File: src/sv/evr_pkg.sv
// Shared types, widths and constants of the Euler vertex rotator.
// Holds the CORDIC arctangent table and the coordinate saturation function.
// Depends on nothing; every other file of the block refers to it.
package evr_pkg;

    localparam int COORD_W     = 24;
    localparam int TRIG_W      = 18;
    localparam int PROD_W      = TRIG_W + COORD_W;
    localparam int ACC_W       = PROD_W + 2;
    localparam int MAT_SHIFT   = 16;
    localparam int RND_W       = ACC_W - MAT_SHIFT;
    localparam int ANGLE_RAW_W = 16;
    localparam int ANGLE_SHIFT = 17;
    localparam int ANGLE_W     = 34;
    localparam int CORDIC_W    = 32;
    localparam int TRIG_SHIFT  = 14;
    localparam int ATAN_DEPTH  = 24;
    localparam int ATAN_IDX_W  = $clog2(ATAN_DEPTH);
    localparam int ATAN_W      = 31;
    localparam int SAT_W       = 34;
    localparam int CFG_W       = 12;
    localparam int CFG_IDX_W   = 2;
    localparam int HALF_W      = 10;

    localparam logic [CFG_IDX_W-1:0] REG_CENTER_X  = 2'd0;
    localparam logic [CFG_IDX_W-1:0] REG_CENTER_Y  = 2'd1;
    localparam logic [CFG_IDX_W-1:0] REG_HALF_SIZE = 2'd2;

    localparam logic CMD_LOAD   = 1'b0;
    localparam logic CMD_ROTATE = 1'b1;

    localparam int RESET_HALF = 100;
    localparam int SCREEN_W   = 800;
    localparam int SCREEN_H   = 600;

    localparam logic signed [ANGLE_RAW_W-1:0] ANGLE_LIMIT = 16'sd25736;
    localparam logic signed [ANGLE_W-1:0] Q30_HALF_PI = 34'sd1686629713;
    localparam logic signed [ANGLE_W-1:0] Q30_PI      = 34'sd3373259426;
    localparam logic signed [CORDIC_W-1:0] CORDIC_GAIN = 32'sd652032874;

    localparam logic signed [SAT_W-1:0] SAT_MAX = 34'sd8388607;
    localparam logic signed [SAT_W-1:0] SAT_MIN = -34'sd8388608;

    typedef struct packed {
        logic                     done;
        logic signed [TRIG_W-1:0] cos_q;
        logic signed [TRIG_W-1:0] sin_q;
    } cordic_res_t;

    typedef struct packed {
        logic en;
        logic first;
        logic last;
    } mac_ctrl_t;

    typedef struct packed {
        logic                    valid;
        logic signed [RND_W-1:0] value;
    } mac_res_t;

    function automatic logic [ATAN_W-1:0] atan_q30(input logic [ATAN_IDX_W-1:0] idx);
        logic [ATAN_W-1:0] v;
        case (idx)
            5'd0:    v = 31'd843314856;
            5'd1:    v = 31'd497837829;
            5'd2:    v = 31'd263043836;
            5'd3:    v = 31'd133525158;
            5'd4:    v = 31'd67021686;
            5'd5:    v = 31'd33543515;
            5'd6:    v = 31'd16775850;
            5'd7:    v = 31'd8388437;
            5'd8:    v = 31'd4194282;
            5'd9:    v = 31'd2097149;
            5'd10:   v = 31'd1048575;
            5'd11:   v = 31'd524287;
            5'd12:   v = 31'd262143;
            5'd13:   v = 31'd131071;
            5'd14:   v = 31'd65535;
            5'd15:   v = 31'd32767;
            5'd16:   v = 31'd16383;
            5'd17:   v = 31'd8191;
            5'd18:   v = 31'd4095;
            5'd19:   v = 31'd2047;
            5'd20:   v = 31'd1023;
            5'd21:   v = 31'd511;
            5'd22:   v = 31'd255;
            5'd23:   v = 31'd127;
            default: v = '0;
        endcase
        return v;
    endfunction

    function automatic logic signed [COORD_W-1:0] sat_coord(input logic signed [SAT_W-1:0] v);
        logic signed [SAT_W-1:0] s;
        if (v > SAT_MAX) begin
            s = SAT_MAX;
        end else if (v < SAT_MIN) begin
            s = SAT_MIN;
        end else begin
            s = v;
        end
        return s[COORD_W-1:0];
    endfunction

endpackage

File: src/sv/euler_vertex_rotator_unit.sv
// Top level of the Euler vertex rotator: sequencer, corner store and output register.
// Instantiates evr_cordic and evr_mac; depends on evr_pkg.
//
// The block holds the eight corners of a cube, centred on the origin, with
// COORD_FRAC_BITS fraction bits. A load command (tuser 0) resets the corners
// to plus or minus cube_half_size; a rotate command (tuser 1) builds
// Rz(roll)*Rx(pitch) and rotates every stored corner in place, so rotations
// accumulate. Either command then sends eight transfers, corners 0 to 7, with
// the screen centre added to x and y and tlast on corner 7. Only one command is
// in work at a time; s_axis_tready is high while the block is idle. A rotate
// makes two CORDIC runs of one micro-rotation per cycle, then 76 products on the
// single shared multiplier, then the eight output transfers; a load sends only
// the eight output transfers.
// Output backpressure only lengthens the last phase.
module euler_vertex_rotator_unit #(
    parameter int COORD_FRAC_BITS   = 12,
    parameter int CORDIC_ITERATIONS = 16
) (
    input  logic        clk,
    input  logic        rst_n,
    input  logic        s_axis_tvalid,
    output logic        s_axis_tready,
    input  logic [31:0] s_axis_tdata,   // pitch [15:0], roll [31:16]
    input  logic [0:0]  s_axis_tuser,   // command [0]
    output logic        m_axis_tvalid,
    input  logic        m_axis_tready,
    output logic [79:0] m_axis_tdata,   // vertex_index [2:0], pos_x [26:3], pos_y [50:27],
                                        // pos_z [74:51], zero [79:75]
    output logic        m_axis_tlast,   // last
    input  logic        cfg_we,
    input  logic [1:0]  cfg_index,
    input  logic [11:0] cfg_data
);

    localparam int CO = evr_pkg::COORD_W;
    localparam int TW = evr_pkg::TRIG_W;
    localparam int SW = evr_pkg::SAT_W;
    localparam int RW = evr_pkg::ANGLE_RAW_W;
    localparam int CW = evr_pkg::CFG_W;
    localparam int HW = evr_pkg::HALF_W;
    localparam int PAD_W = 80 - 3 - 3 * CO;

    localparam logic [2:0] ST_IDLE      = 3'd0;
    localparam logic [2:0] ST_CORD_P    = 3'd1;
    localparam logic [2:0] ST_CORD_R    = 3'd2;
    localparam logic [2:0] ST_PROD      = 3'd3;
    localparam logic [2:0] ST_PROD_WAIT = 3'd4;
    localparam logic [2:0] ST_VERT      = 3'd5;
    localparam logic [2:0] ST_VDRAIN    = 3'd6;
    localparam logic [2:0] ST_OUT       = 3'd7;

    localparam logic [2:0] LAST_VERTEX = 3'd7;
    localparam logic [1:0] LAST_AXIS   = 2'd2;
    localparam logic [1:0] LAST_PROD   = 2'd3;

    localparam logic [CW-1:0] RESET_CENTER_X = CW'(evr_pkg::SCREEN_W / 2);
    localparam logic [CW-1:0] RESET_CENTER_Y = CW'(evr_pkg::SCREEN_H / 2);
    localparam logic [HW-1:0] RESET_HALF     = HW'(evr_pkg::RESET_HALF);
    localparam logic signed [SW-1:0] RESET_FIX = SW'(evr_pkg::RESET_HALF) << COORD_FRAC_BITS;
    localparam logic signed [CO-1:0] RESET_MAG = evr_pkg::sat_coord(RESET_FIX);

    function automatic logic corner_neg(input logic [2:0] k, input logic [1:0] axis);
        logic n;
        case (axis)
            2'd0:    n = ~(k[0] ^ k[1]);
            2'd1:    n = k[1];
            default: n = k[2];
        endcase
        return n;
    endfunction

    logic [2:0]             state_reg;
    logic [2:0]             state_next;
    logic [CW-1:0]          center_x_reg;
    logic [CW-1:0]          center_y_reg;
    logic [HW-1:0]          half_reg;
    logic signed [RW-1:0]   pitch_reg;
    logic signed [RW-1:0]   roll_reg;
    logic                   start_reg;
    logic signed [TW-1:0]   ca_reg;
    logic signed [TW-1:0]   sa_reg;
    logic signed [TW-1:0]   cg_reg;
    logic signed [TW-1:0]   sg_reg;
    logic signed [TW-1:0]   m01_reg;
    logic signed [TW-1:0]   m02_reg;
    logic signed [TW-1:0]   m11_reg;
    logic signed [TW-1:0]   m12_reg;
    logic [1:0]             pc_reg;
    logic [2:0]             vk_reg;
    logic [1:0]             vr_reg;
    logic [1:0]             vc_reg;
    logic [2:0]             ck_reg;
    logic [1:0]             cr_reg;
    logic [2:0]             ok_reg;
    logic signed [CO-1:0]   nv0_reg;
    logic signed [CO-1:0]   nv1_reg;
    logic signed [CO-1:0]   vtx_reg [8][3];
    logic                   out_valid_reg;
    logic [2:0]             out_idx_reg;
    logic signed [CO-1:0]   out_x_reg;
    logic signed [CO-1:0]   out_y_reg;
    logic signed [CO-1:0]   out_z_reg;
    logic                   out_last_reg;

    logic                   in_xfer;
    logic                   load_en;
    logic                   out_load;
    logic                   prod_phase;
    logic                   vert_phase;
    logic                   prod_cap;
    logic                   vert_cap;
    logic                   vert_write;
    logic [2:0]             rd_k;
    logic signed [CO-1:0]   row_sel [3];
    logic signed [CO-1:0]   operand_sel;
    logic signed [TW-1:0]   coef_sel;
    logic signed [RW-1:0]   cordic_angle;
    logic [SW-1:0]          half_fix;
    logic signed [CO-1:0]   load_mag;
    logic signed [SW-1:0]   cx_fix;
    logic signed [SW-1:0]   cy_fix;
    logic signed [CO-1:0]   cap_coord;
    logic signed [TW-1:0]   cap_trig;

    evr_pkg::cordic_res_t   cord_res;
    evr_pkg::mac_ctrl_t     mac_ctrl;
    logic signed [TW-1:0]   mac_coef;
    logic signed [CO-1:0]   mac_operand;
    evr_pkg::mac_res_t      mac_res;

    assign s_axis_tready = (state_reg == ST_IDLE);
    assign in_xfer       = s_axis_tvalid && s_axis_tready;
    assign load_en       = in_xfer && (s_axis_tuser[0] == evr_pkg::CMD_LOAD);
    assign out_load      = (state_reg == ST_OUT) && (!out_valid_reg || m_axis_tready);
    assign prod_phase    = (state_reg == ST_PROD) || (state_reg == ST_PROD_WAIT);
    assign vert_phase    = (state_reg == ST_VERT) || (state_reg == ST_VDRAIN);
    assign prod_cap      = mac_res.valid && prod_phase;
    assign vert_cap      = mac_res.valid && vert_phase;
    assign vert_write    = vert_cap && (cr_reg == LAST_AXIS);

    assign cordic_angle = (state_reg == ST_CORD_R) ? roll_reg : pitch_reg;
    assign half_fix     = SW'(half_reg) << COORD_FRAC_BITS;
    assign load_mag     = evr_pkg::sat_coord(signed'(half_fix));
    assign cx_fix       = signed'(SW'(center_x_reg) << COORD_FRAC_BITS);
    assign cy_fix       = signed'(SW'(center_y_reg) << COORD_FRAC_BITS);
    assign cap_coord    = evr_pkg::sat_coord(SW'(mac_res.value));
    assign cap_trig     = mac_res.value[TW-1:0];

    assign rd_k = (state_reg == ST_OUT) ? ok_reg : vk_reg;

    always_comb
    begin
        for (int c = 0; c < 3; c++) begin
            row_sel[c] = vtx_reg[rd_k][c];
        end
        case (vc_reg)
            2'd0:    operand_sel = row_sel[0];
            2'd1:    operand_sel = row_sel[1];
            default: operand_sel = row_sel[2];
        endcase
        case ({vr_reg, vc_reg})
            4'b0000: coef_sel = cg_reg;
            4'b0001: coef_sel = m01_reg;
            4'b0010: coef_sel = m02_reg;
            4'b0100: coef_sel = sg_reg;
            4'b0101: coef_sel = m11_reg;
            4'b0110: coef_sel = m12_reg;
            4'b1001: coef_sel = sa_reg;
            4'b1010: coef_sel = ca_reg;
            default: coef_sel = '0;
        endcase
    end

    always_comb
    begin
        mac_ctrl    = '0;
        mac_coef    = '0;
        mac_operand = '0;
        if (state_reg == ST_PROD) begin
            mac_ctrl.en    = 1'b1;
            mac_ctrl.first = 1'b1;
            mac_ctrl.last  = 1'b1;
            case (pc_reg)
                2'd0:    begin mac_coef = sg_reg; mac_operand = CO'(ca_reg); end
                2'd1:    begin mac_coef = sg_reg; mac_operand = CO'(sa_reg); end
                2'd2:    begin mac_coef = cg_reg; mac_operand = CO'(ca_reg); end
                default: begin mac_coef = cg_reg; mac_operand = CO'(sa_reg); end
            endcase
        end else if (state_reg == ST_VERT) begin
            mac_ctrl.en    = 1'b1;
            mac_ctrl.first = (vc_reg == 2'd0);
            mac_ctrl.last  = (vc_reg == LAST_AXIS);
            mac_coef       = coef_sel;
            mac_operand    = operand_sel;
        end
    end

    always_comb
    begin
        state_next = state_reg;
        unique case (state_reg)
            ST_IDLE:
            begin
                if (in_xfer) begin
                    state_next = load_en ? ST_OUT : ST_CORD_P;
                end
            end
            ST_CORD_P:
            begin
                if (cord_res.done) begin
                    state_next = ST_CORD_R;
                end
            end
            ST_CORD_R:
            begin
                if (cord_res.done) begin
                    state_next = ST_PROD;
                end
            end
            ST_PROD:
            begin
                if (pc_reg == LAST_PROD) begin
                    state_next = ST_PROD_WAIT;
                end
            end
            ST_PROD_WAIT:
            begin
                if (prod_cap && (cr_reg == LAST_PROD)) begin
                    state_next = ST_VERT;
                end
            end
            ST_VERT:
            begin
                if ((vk_reg == LAST_VERTEX) && (vr_reg == LAST_AXIS) && (vc_reg == LAST_AXIS)) begin
                    state_next = ST_VDRAIN;
                end
            end
            ST_VDRAIN:
            begin
                if (vert_write && (ck_reg == LAST_VERTEX)) begin
                    state_next = ST_OUT;
                end
            end
            ST_OUT:
            begin
                if (out_load && (ok_reg == LAST_VERTEX)) begin
                    state_next = ST_IDLE;
                end
            end
            default:
            begin
                state_next = ST_IDLE;
            end
        endcase
    end

    always_ff @(posedge clk or negedge rst_n)
    begin
        if (!rst_n) begin
            state_reg     <= ST_IDLE;
            center_x_reg  <= RESET_CENTER_X;
            center_y_reg  <= RESET_CENTER_Y;
            half_reg      <= RESET_HALF;
            start_reg     <= 1'b0;
            pc_reg        <= '0;
            vk_reg        <= '0;
            vr_reg        <= '0;
            vc_reg        <= '0;
            ck_reg        <= '0;
            cr_reg        <= '0;
            ok_reg        <= '0;
            out_valid_reg <= 1'b0;
        end else begin
            state_reg <= state_next;
            start_reg <= (in_xfer && !load_en) || ((state_reg == ST_CORD_P) && cord_res.done);

            if (cfg_we) begin
                unique case (cfg_index)
                    evr_pkg::REG_CENTER_X:  center_x_reg <= cfg_data;
                    evr_pkg::REG_CENTER_Y:  center_y_reg <= cfg_data;
                    evr_pkg::REG_HALF_SIZE: half_reg     <= cfg_data[HW-1:0];
                    default:                ;
                endcase
            end

            if (state_reg == ST_PROD) begin
                pc_reg <= pc_reg + 1'b1;
            end

            if (state_reg == ST_VERT) begin
                if (vc_reg == LAST_AXIS) begin
                    vc_reg <= '0;
                    if (vr_reg == LAST_AXIS) begin
                        vr_reg <= '0;
                        vk_reg <= vk_reg + 1'b1;
                    end else begin
                        vr_reg <= vr_reg + 1'b1;
                    end
                end else begin
                    vc_reg <= vc_reg + 1'b1;
                end
            end

            if (prod_cap) begin
                cr_reg <= cr_reg + 1'b1;
            end else if (vert_cap) begin
                if (vert_write) begin
                    cr_reg <= '0;
                    ck_reg <= ck_reg + 1'b1;
                end else begin
                    cr_reg <= cr_reg + 1'b1;
                end
            end

            if (out_load) begin
                ok_reg        <= ok_reg + 1'b1;
                out_valid_reg <= 1'b1;
            end else if (m_axis_tready) begin
                out_valid_reg <= 1'b0;
            end
        end
    end

    always_ff @(posedge clk or negedge rst_n)
    begin
        if (!rst_n) begin
            for (int k = 0; k < 8; k++) begin
                for (int c = 0; c < 3; c++) begin
                    vtx_reg[k][c] <= corner_neg(3'(k), 2'(c)) ? -RESET_MAG : RESET_MAG;
                end
            end
        end else if (load_en) begin
            for (int k = 0; k < 8; k++) begin
                for (int c = 0; c < 3; c++) begin
                    vtx_reg[k][c] <= corner_neg(3'(k), 2'(c)) ? -load_mag : load_mag;
                end
            end
        end else if (vert_write) begin
            vtx_reg[ck_reg][0] <= nv0_reg;
            vtx_reg[ck_reg][1] <= nv1_reg;
            vtx_reg[ck_reg][2] <= cap_coord;
        end
    end

    always_ff @(posedge clk)
    begin
        if (in_xfer) begin
            pitch_reg <= signed'(s_axis_tdata[RW-1:0]);
            roll_reg  <= signed'(s_axis_tdata[2*RW-1:RW]);
        end
        if (cord_res.done && (state_reg == ST_CORD_P)) begin
            ca_reg <= cord_res.cos_q;
            sa_reg <= cord_res.sin_q;
        end
        if (cord_res.done && (state_reg == ST_CORD_R)) begin
            cg_reg <= cord_res.cos_q;
            sg_reg <= cord_res.sin_q;
        end
        if (prod_cap) begin
            case (cr_reg)
                2'd0:    m01_reg <= -cap_trig;
                2'd1:    m02_reg <= cap_trig;
                2'd2:    m11_reg <= cap_trig;
                default: m12_reg <= -cap_trig;
            endcase
        end
        if (vert_cap && (cr_reg == 2'd0)) begin
            nv0_reg <= cap_coord;
        end
        if (vert_cap && (cr_reg == 2'd1)) begin
            nv1_reg <= cap_coord;
        end
        if (out_load) begin
            out_idx_reg  <= ok_reg;
            out_x_reg    <= evr_pkg::sat_coord(SW'(row_sel[0]) + cx_fix);
            out_y_reg    <= evr_pkg::sat_coord(SW'(row_sel[1]) + cy_fix);
            out_z_reg    <= row_sel[2];
            out_last_reg <= (ok_reg == LAST_VERTEX);
        end
    end

    evr_cordic #(
        .ITERATIONS (CORDIC_ITERATIONS)
    ) u_cordic (
        .clk   (clk),
        .rst_n (rst_n),
        .start (start_reg),
        .angle (cordic_angle),
        .res   (cord_res)
    );

    evr_mac u_mac (
        .clk     (clk),
        .rst_n   (rst_n),
        .ctrl    (mac_ctrl),
        .coef    (mac_coef),
        .operand (mac_operand),
        .res     (mac_res)
    );

    assign m_axis_tvalid = out_valid_reg;
    assign m_axis_tlast  = out_last_reg;
    assign m_axis_tdata  = {{PAD_W{1'b0}}, out_z_reg, out_y_reg, out_x_reg, out_idx_reg};

`ifndef ASSERT_OFF
    a_last_is_corner7: assert property (@(posedge clk) disable iff (!rst_n)
        (m_axis_tvalid && m_axis_tlast) |-> (m_axis_tdata[2:0] == LAST_VERTEX))
        else $error("tlast on a corner other than the last");

    a_cordic_done_state: assert property (@(posedge clk) disable iff (!rst_n)
        cord_res.done |-> ((state_reg == ST_CORD_P) || (state_reg == ST_CORD_R)))
        else $error("CORDIC result outside an angle phase");

    a_mac_result_state: assert property (@(posedge clk) disable iff (!rst_n)
        mac_res.valid |-> ((state_reg == ST_PROD) || (state_reg == ST_PROD_WAIT)
                           || (state_reg == ST_VERT) || (state_reg == ST_VDRAIN)))
        else $error("multiplier result with no phase to take it");

    a_busy_after_accept: assert property (@(posedge clk) disable iff (!rst_n)
        (s_axis_tvalid && s_axis_tready) |=> !s_axis_tready)
        else $error("second command accepted while one is in work");
`endif

endmodule

File: src/sv/evr_cordic.sv
// Iterative CORDIC in rotation mode: one micro-rotation per clock.
// Clamps and folds a Q2.13 angle, returns cosine and sine rounded to Q16.
// Depends on evr_pkg for widths, constants and the arctangent table.
module evr_cordic #(
    parameter int ITERATIONS = 16
) (
    input  logic                                        clk,
    input  logic                                        rst_n,
    input  logic                                        start,
    input  logic signed [evr_pkg::ANGLE_RAW_W-1:0]      angle,
    output evr_pkg::cordic_res_t                        res
);

    localparam int IDX_W = evr_pkg::ATAN_IDX_W;
    localparam int AW    = evr_pkg::ANGLE_W;
    localparam int CW    = evr_pkg::CORDIC_W;
    localparam int XW    = CW + 1;
    localparam int TW    = evr_pkg::TRIG_W;
    localparam int RW    = evr_pkg::ANGLE_RAW_W;
    localparam int PAD_W = AW - RW - evr_pkg::ANGLE_SHIFT;
    localparam logic [IDX_W-1:0] LAST_STEP = IDX_W'(ITERATIONS - 1);
    localparam logic signed [XW-1:0] TRIG_HALF = XW'(1) << (evr_pkg::TRIG_SHIFT - 1);

    logic                   busy_reg;
    logic                   fin_reg;
    logic                   done_reg;
    logic [IDX_W-1:0]       step_reg;
    logic signed [CW-1:0]   x_reg;
    logic signed [CW-1:0]   y_reg;
    logic signed [AW-1:0]   z_reg;
    logic                   flip_reg;
    logic signed [TW-1:0]   cos_reg;
    logic signed [TW-1:0]   sin_reg;

    logic signed [RW-1:0]   a_clamped;
    logic signed [AW-1:0]   z_in;
    logic signed [AW-1:0]   z_fold;
    logic                   flip_in;
    logic signed [CW-1:0]   dx;
    logic signed [CW-1:0]   dy;
    logic signed [AW-1:0]   atan_step;
    logic signed [XW-1:0]   x_final;
    logic signed [XW-1:0]   y_final;
    logic signed [XW-1:0]   x_round;
    logic signed [XW-1:0]   y_round;

    always_comb
    begin
        if (angle > evr_pkg::ANGLE_LIMIT) begin
            a_clamped = evr_pkg::ANGLE_LIMIT;
        end else if (angle < -evr_pkg::ANGLE_LIMIT) begin
            a_clamped = -evr_pkg::ANGLE_LIMIT;
        end else begin
            a_clamped = angle;
        end
        z_in = {{PAD_W{a_clamped[RW-1]}}, a_clamped, {evr_pkg::ANGLE_SHIFT{1'b0}}};
        // Angles beyond a quarter turn are folded by pi and the result negated.
        if (z_in > evr_pkg::Q30_HALF_PI) begin
            z_fold  = z_in - evr_pkg::Q30_PI;
            flip_in = 1'b1;
        end else if (z_in < -evr_pkg::Q30_HALF_PI) begin
            z_fold  = z_in + evr_pkg::Q30_PI;
            flip_in = 1'b1;
        end else begin
            z_fold  = z_in;
            flip_in = 1'b0;
        end
    end

    assign dx        = y_reg >>> step_reg;
    assign dy        = x_reg >>> step_reg;
    assign atan_step = signed'(AW'(evr_pkg::atan_q30(step_reg)));

    assign x_final = flip_reg ? -XW'(x_reg) : XW'(x_reg);
    assign y_final = flip_reg ? -XW'(y_reg) : XW'(y_reg);
    assign x_round = (x_final + TRIG_HALF) >>> evr_pkg::TRIG_SHIFT;
    assign y_round = (y_final + TRIG_HALF) >>> evr_pkg::TRIG_SHIFT;

    always_ff @(posedge clk or negedge rst_n)
    begin
        if (!rst_n) begin
            busy_reg <= 1'b0;
            fin_reg  <= 1'b0;
            done_reg <= 1'b0;
            step_reg <= '0;
        end else begin
            done_reg <= fin_reg;
            fin_reg  <= 1'b0;
            if (start) begin
                busy_reg <= 1'b1;
                step_reg <= '0;
            end else if (busy_reg) begin
                if (step_reg == LAST_STEP) begin
                    busy_reg <= 1'b0;
                    fin_reg  <= 1'b1;
                    step_reg <= '0;
                end else begin
                    step_reg <= step_reg + 1'b1;
                end
            end
        end
    end

    always_ff @(posedge clk)
    begin
        if (start) begin
            x_reg    <= evr_pkg::CORDIC_GAIN;
            y_reg    <= '0;
            z_reg    <= z_fold;
            flip_reg <= flip_in;
        end else if (busy_reg) begin
            if (z_reg[AW-1]) begin
                x_reg <= x_reg + dx;
                y_reg <= y_reg - dy;
                z_reg <= z_reg + atan_step;
            end else begin
                x_reg <= x_reg - dx;
                y_reg <= y_reg + dy;
                z_reg <= z_reg - atan_step;
            end
        end
        if (fin_reg) begin
            cos_reg <= x_round[TW-1:0];
            sin_reg <= y_round[TW-1:0];
        end
    end

    assign res.done  = done_reg;
    assign res.cos_q = cos_reg;
    assign res.sin_q = sin_reg;

endmodule

File: src/sv/evr_mac.sv
// Shared multiply-accumulate unit: a registered multiplier feeding an accumulator.
// Reports each finished sum rounded by 16 fraction bits from the accumulator.
// Depends on evr_pkg for widths and the control and result structs.
module evr_mac (
    input  logic                                    clk,
    input  logic                                    rst_n,
    input  evr_pkg::mac_ctrl_t                      ctrl,
    input  logic signed [evr_pkg::TRIG_W-1:0]       coef,
    input  logic signed [evr_pkg::COORD_W-1:0]      operand,
    output evr_pkg::mac_res_t                       res
);

    localparam int PW = evr_pkg::PROD_W;
    localparam int AW = evr_pkg::ACC_W;
    localparam int RW = evr_pkg::RND_W;
    localparam logic signed [AW-1:0] ACC_HALF = AW'(1) << (evr_pkg::MAT_SHIFT - 1);

    evr_pkg::mac_ctrl_t     stage_reg;
    logic                   valid_reg;
    logic signed [PW-1:0]   prod_reg;
    logic signed [AW-1:0]   acc_reg;
    logic signed [AW-1:0]   acc_round;

    always_ff @(posedge clk or negedge rst_n)
    begin
        if (!rst_n) begin
            stage_reg <= '0;
            valid_reg <= 1'b0;
        end else begin
            stage_reg <= ctrl;
            valid_reg <= stage_reg.en & stage_reg.last;
        end
    end

    always_ff @(posedge clk)
    begin
        if (ctrl.en) begin
            prod_reg <= coef * operand;
        end
        if (stage_reg.en) begin
            acc_reg <= (stage_reg.first ? '0 : acc_reg) + AW'(prod_reg);
        end
    end

    assign acc_round = (acc_reg + ACC_HALF) >>> evr_pkg::MAT_SHIFT;
    assign res.valid = valid_reg;
    assign res.value = acc_round[RW-1:0];

endmodule
File: config.mk
export PLATFORM = sky130hd
export DESIGN_NAME = euler_vertex_rotator_unit
export DESIGN_NICKNAME = d
export VERILOG_FILES = /design/src/sv/evr_pkg.sv /design/src/sv/euler_vertex_rotator_unit.sv /design/src/sv/evr_cordic.sv /design/src/sv/evr_mac.sv
export SDC_FILE = /design/constraint.sdc
export NUM_CORES = 2
export LEC_CHECK = 0
export BUFFER_PORTS_ARGS = -buffer_cell sky130_fd_sc_hd__buf_2
export CAP_MARGIN = 20
export CORE_MARGIN = 8
export CORE_UTILIZATION = 35
export DETAILED_ROUTE_END_ITERATION = 8
export PLACE_DENSITY = 0.53
export SETUP_SLACK_MARGIN = 0.05
export SYNTH_ARGS = -nofsm -noshare
export SYNTH_HDL_FRONTEND = slang
export SYNTH_SLANG_ARGS = --single-unit
File: constraint.sdc
create_clock -name clk -period 15.16 [get_ports clk]
set_input_delay 0.758 -clock clk [delete_from_list [all_inputs] [get_ports clk]]
set_output_delay 0.758 -clock clk [all_outputs]
set_load 0.005 [all_outputs]
==> out/metrics.csv <==
metric;value;unit
Vias;65100;
Clock Path Buffers;3;
Yosys warnings;0;
Worst Hold Path EP;pitch_reg[6];
Final Max Slew Viols;0;
synth top area cells;edfxtp_1 17%, dfrtp_1 15%, fa_1 10%;
drt drc;0;
layout cell share with drive strength beyond 1;13.5;%
nets@finish;8965;
final RePlAce weighted congestion;0.918;
largest net degree at the start of global routing;210;
Final min period;12.19;ns
Post-Syn Instances;8304;
most frequent cells in the layout;1,094 x nand2_1, 695 x inv_1, 493 x dfrtp_1, 474 x o21ai_0, 470 x nand3_1;
crit start category;register;
EDFF count, synth;457;
Rel. slew slack;26.4;%
# rows;178;
critical path required time;15.69;ns
R2R setup slack;2.97;ns
commonest non-fill, non-tap cell in the layout;nand2_1;
Worst-Margin Slew;1.10;ns
WS Path Type;reg2reg;
Critical Path AT;12.72;ns
# placed instances;11200;
Hold Path Depth;1;
Max FO, Critical Path;26;
CP max stage delay;0.91;ns
global route overflow;0;
Post-DP HPWL;189000;µm
#FFs+latches synth;1165;
worst reg2reg endpoint;u_mac.prod_reg[41];
Reg2Reg Launch Point;state_reg[2];
met3 routed WL;19200;µm
Clock Latency Late Sink;0.81;ns
Worst path slowest cell;mux2i_4;
Crit. End Element;register;
CTS resizes;0;
mean area per synthesized cell;9.93;µm²
detailed-route wire length;277000;µm
endpoints failing setup;0;
Post-CTS Setup Bufs;0;
async set or reset register ratio after synthesis;55.3;%
Final Skew;0.0775;ns
initial DRC count;6458;
Crit path top cell by count;fa_1;
DR WL met2;129000;µm
clock slew at reported path FFs;0.06;ns
final period utilization;80.4;%
Synth area leader;edfxtp_1;
max reg flops;576;
RSZ-0062 raised after global routing;false;
LEAKAGE;38.7;nW
H-Tree Depth;4;
status;finished, final reports clean;
PD cells;260;nW/µm²
first-pass GRT wire length;416000;µm
Post-synth top flop;dfrtp_1;
die area;251000;µm²
Die Y;501;µm
CTS tree;built;
Reg2Reg Depth;32;
Post-Syn Area;82500;µm²
WL met1;117000;µm
setup TNS;0;ns
GRT Util Overall;21.4;%
initial antenna violation count;6;
Hold WS;0.135;ns
Final ANT Viol Nets;0;
number of global-route vias before repair;64900;
Hold WC Path Type;in2reg;
num ports;135;
CTS Root Cell;clkbuf_16;
synth unique cells;103;
f_max;0.0820;GHz
Std-Cell Core Area;235000;µm²
Clock Sinks;1165;
min-delay src;s_axis_tdata[6];
CTS Buf Count;135;
DR top layer;met4;
final hold vios;0;
DR pass1 iterations;6;
final std cells w/o fill;11400;
starting density of the core;35.1;%
max_cap viols;0;
Worst VDD drop;0.267;mV
WL/cell;24.2;µm
Seq/Total Area, Yosys;37.9;%
IO buf count;129;
Area Overhead vs Synth;10.2;%
Die Wd;501;µm
Synth top area share;16.6;%
routed vias/inst;5.69;
-- power breakdown --
| part | internal, mW | switching [mW] |
|---|---|---|
| clock | 1.86 | 1.43 |
| sequential | 4.95 | 0.971 |
| combinational | 5.80 | 8.64 |
| total | 12.6 | 11.0 |
-- kinds of logic (layout without fill, tap and decap cells) --
group                      count (synthesis)  in the layout  synth area share, %
muxes                                    495            495                 9.38
xor gates and xnor gates                 351            351                 3.74
buffers and inverters                   1273           1254                 6.16
AOI/OAI and AO/OA                       1629           1629                 13.1
and+or+nand+nor                         2653           2653                 14.6
adders and majority gates                737            737                 15.1
other                                      1              9              0.00455
DFF                                     1165           1165                 37.9
-- through the flow --
stage | power (mW) | instance area, µm² | utilization [%] | worst slack [ns]
floorplan | 16.0 | 82500 | - | 5.76
global placement | 20.1 | 86400 | 36.8 | 3.09
detailed placement | 20.3 | 86400 | 36.8 | 2.89
CTS | 23.7 | 90900 | 38.7 | 2.84
global route | 25.4 | 90900 | 38.7 | 2.27
finish | 23.7 | 90900 | 38.7 | 2.97
-- area by class of cell --
cell class	count	area (µm²)
Antenna cell	4	10.0
Clock buffer	186	3750
Clock inverter	62	699
Fill cell	23200	144000
Inverter	701	2630
Multi-Input combinational cell	5870	46500
Sequential cell	1165	31300
Tap cell	3150	3940
Timing Repair Buffer	305	2070
-- how the worst max path moves through the flow --
stage	from	to	slack, ns	cells past startpoint
global route	state_reg[1]	u_mac.prod_reg[41]	2.27	29
detailed placement	state_reg[1]	u_mac.prod_reg[41]	2.89	32
global placement	state_reg[2]	u_mac.prod_reg[41]	3.09	32
floorplan	pc_reg[0]	u_mac.prod_reg[41]	5.76	33
finish	state_reg[2]	u_mac.prod_reg[41]	2.97	32
CTS	state_reg[1]	u_mac.prod_reg[41]	2.84	32
-- layer usage --
layer  track usage, %  up-vias
li1                 -    28800
met2             34.8     2717
met4             8.32        0
met1             28.8    33000
met3             3.35      540
met5                0        -
-- worst max-delay path, delay by kind of cell, from the launching register on --
kind	cells	cell delay (ns)
muxes	3	1.68
xor gates and xnor gates	1	0.11
DFF	1	0.64
buffers and inverters	6	1.12
adders and majority gates	7	3.15
and+or+nand+nor	3	0.92
AOI/OAI and AO/OA	12	4.26
-- synthesized netlist by cell type, types with 12 or more instances --
cell / count
a211oi_1: 50
a21boi_0: 18
a21o_1: 83
a21oi_1: 318
a221o_1: 145
a22oi_1: 84
a31oi_1: 56
a32oi_1: 17
and2_1: 98
and3_1: 44
buf_1: 60
buf_2: 72
buf_4: 48
clkbuf_1: 387
dfrtp_1: 502
dfstp_2: 142
dfxtp_1: 64
edfxtp_1: 457
fa_1: 431
ha_1: 304
inv_1: 695
mux2_2: 110
mux2i_1: 175
mux4_2: 205
nand2_1: 1096
nand2b_1: 59
nand3_1: 472
nand4_1: 40
nor2_1: 477
nor2b_1: 106
nor3_1: 125
nor4_1: 27
o2111ai_1: 12
o211ai_1: 27
o21a_1: 58
o21ai_0: 487
o21bai_1: 26
o22ai_1: 54
o31ai_1: 22
or2_2: 30
or3_1: 26
xnor2_1: 235
xor2_1: 115
-- repair_timing --
action / in CTS / in global routing
endpoints found under the setup margin: 0 / 0
hold buffers: 1 / 0
hold endpoints to repair: 60 / 0
Power figures use the tool's default switching activity.
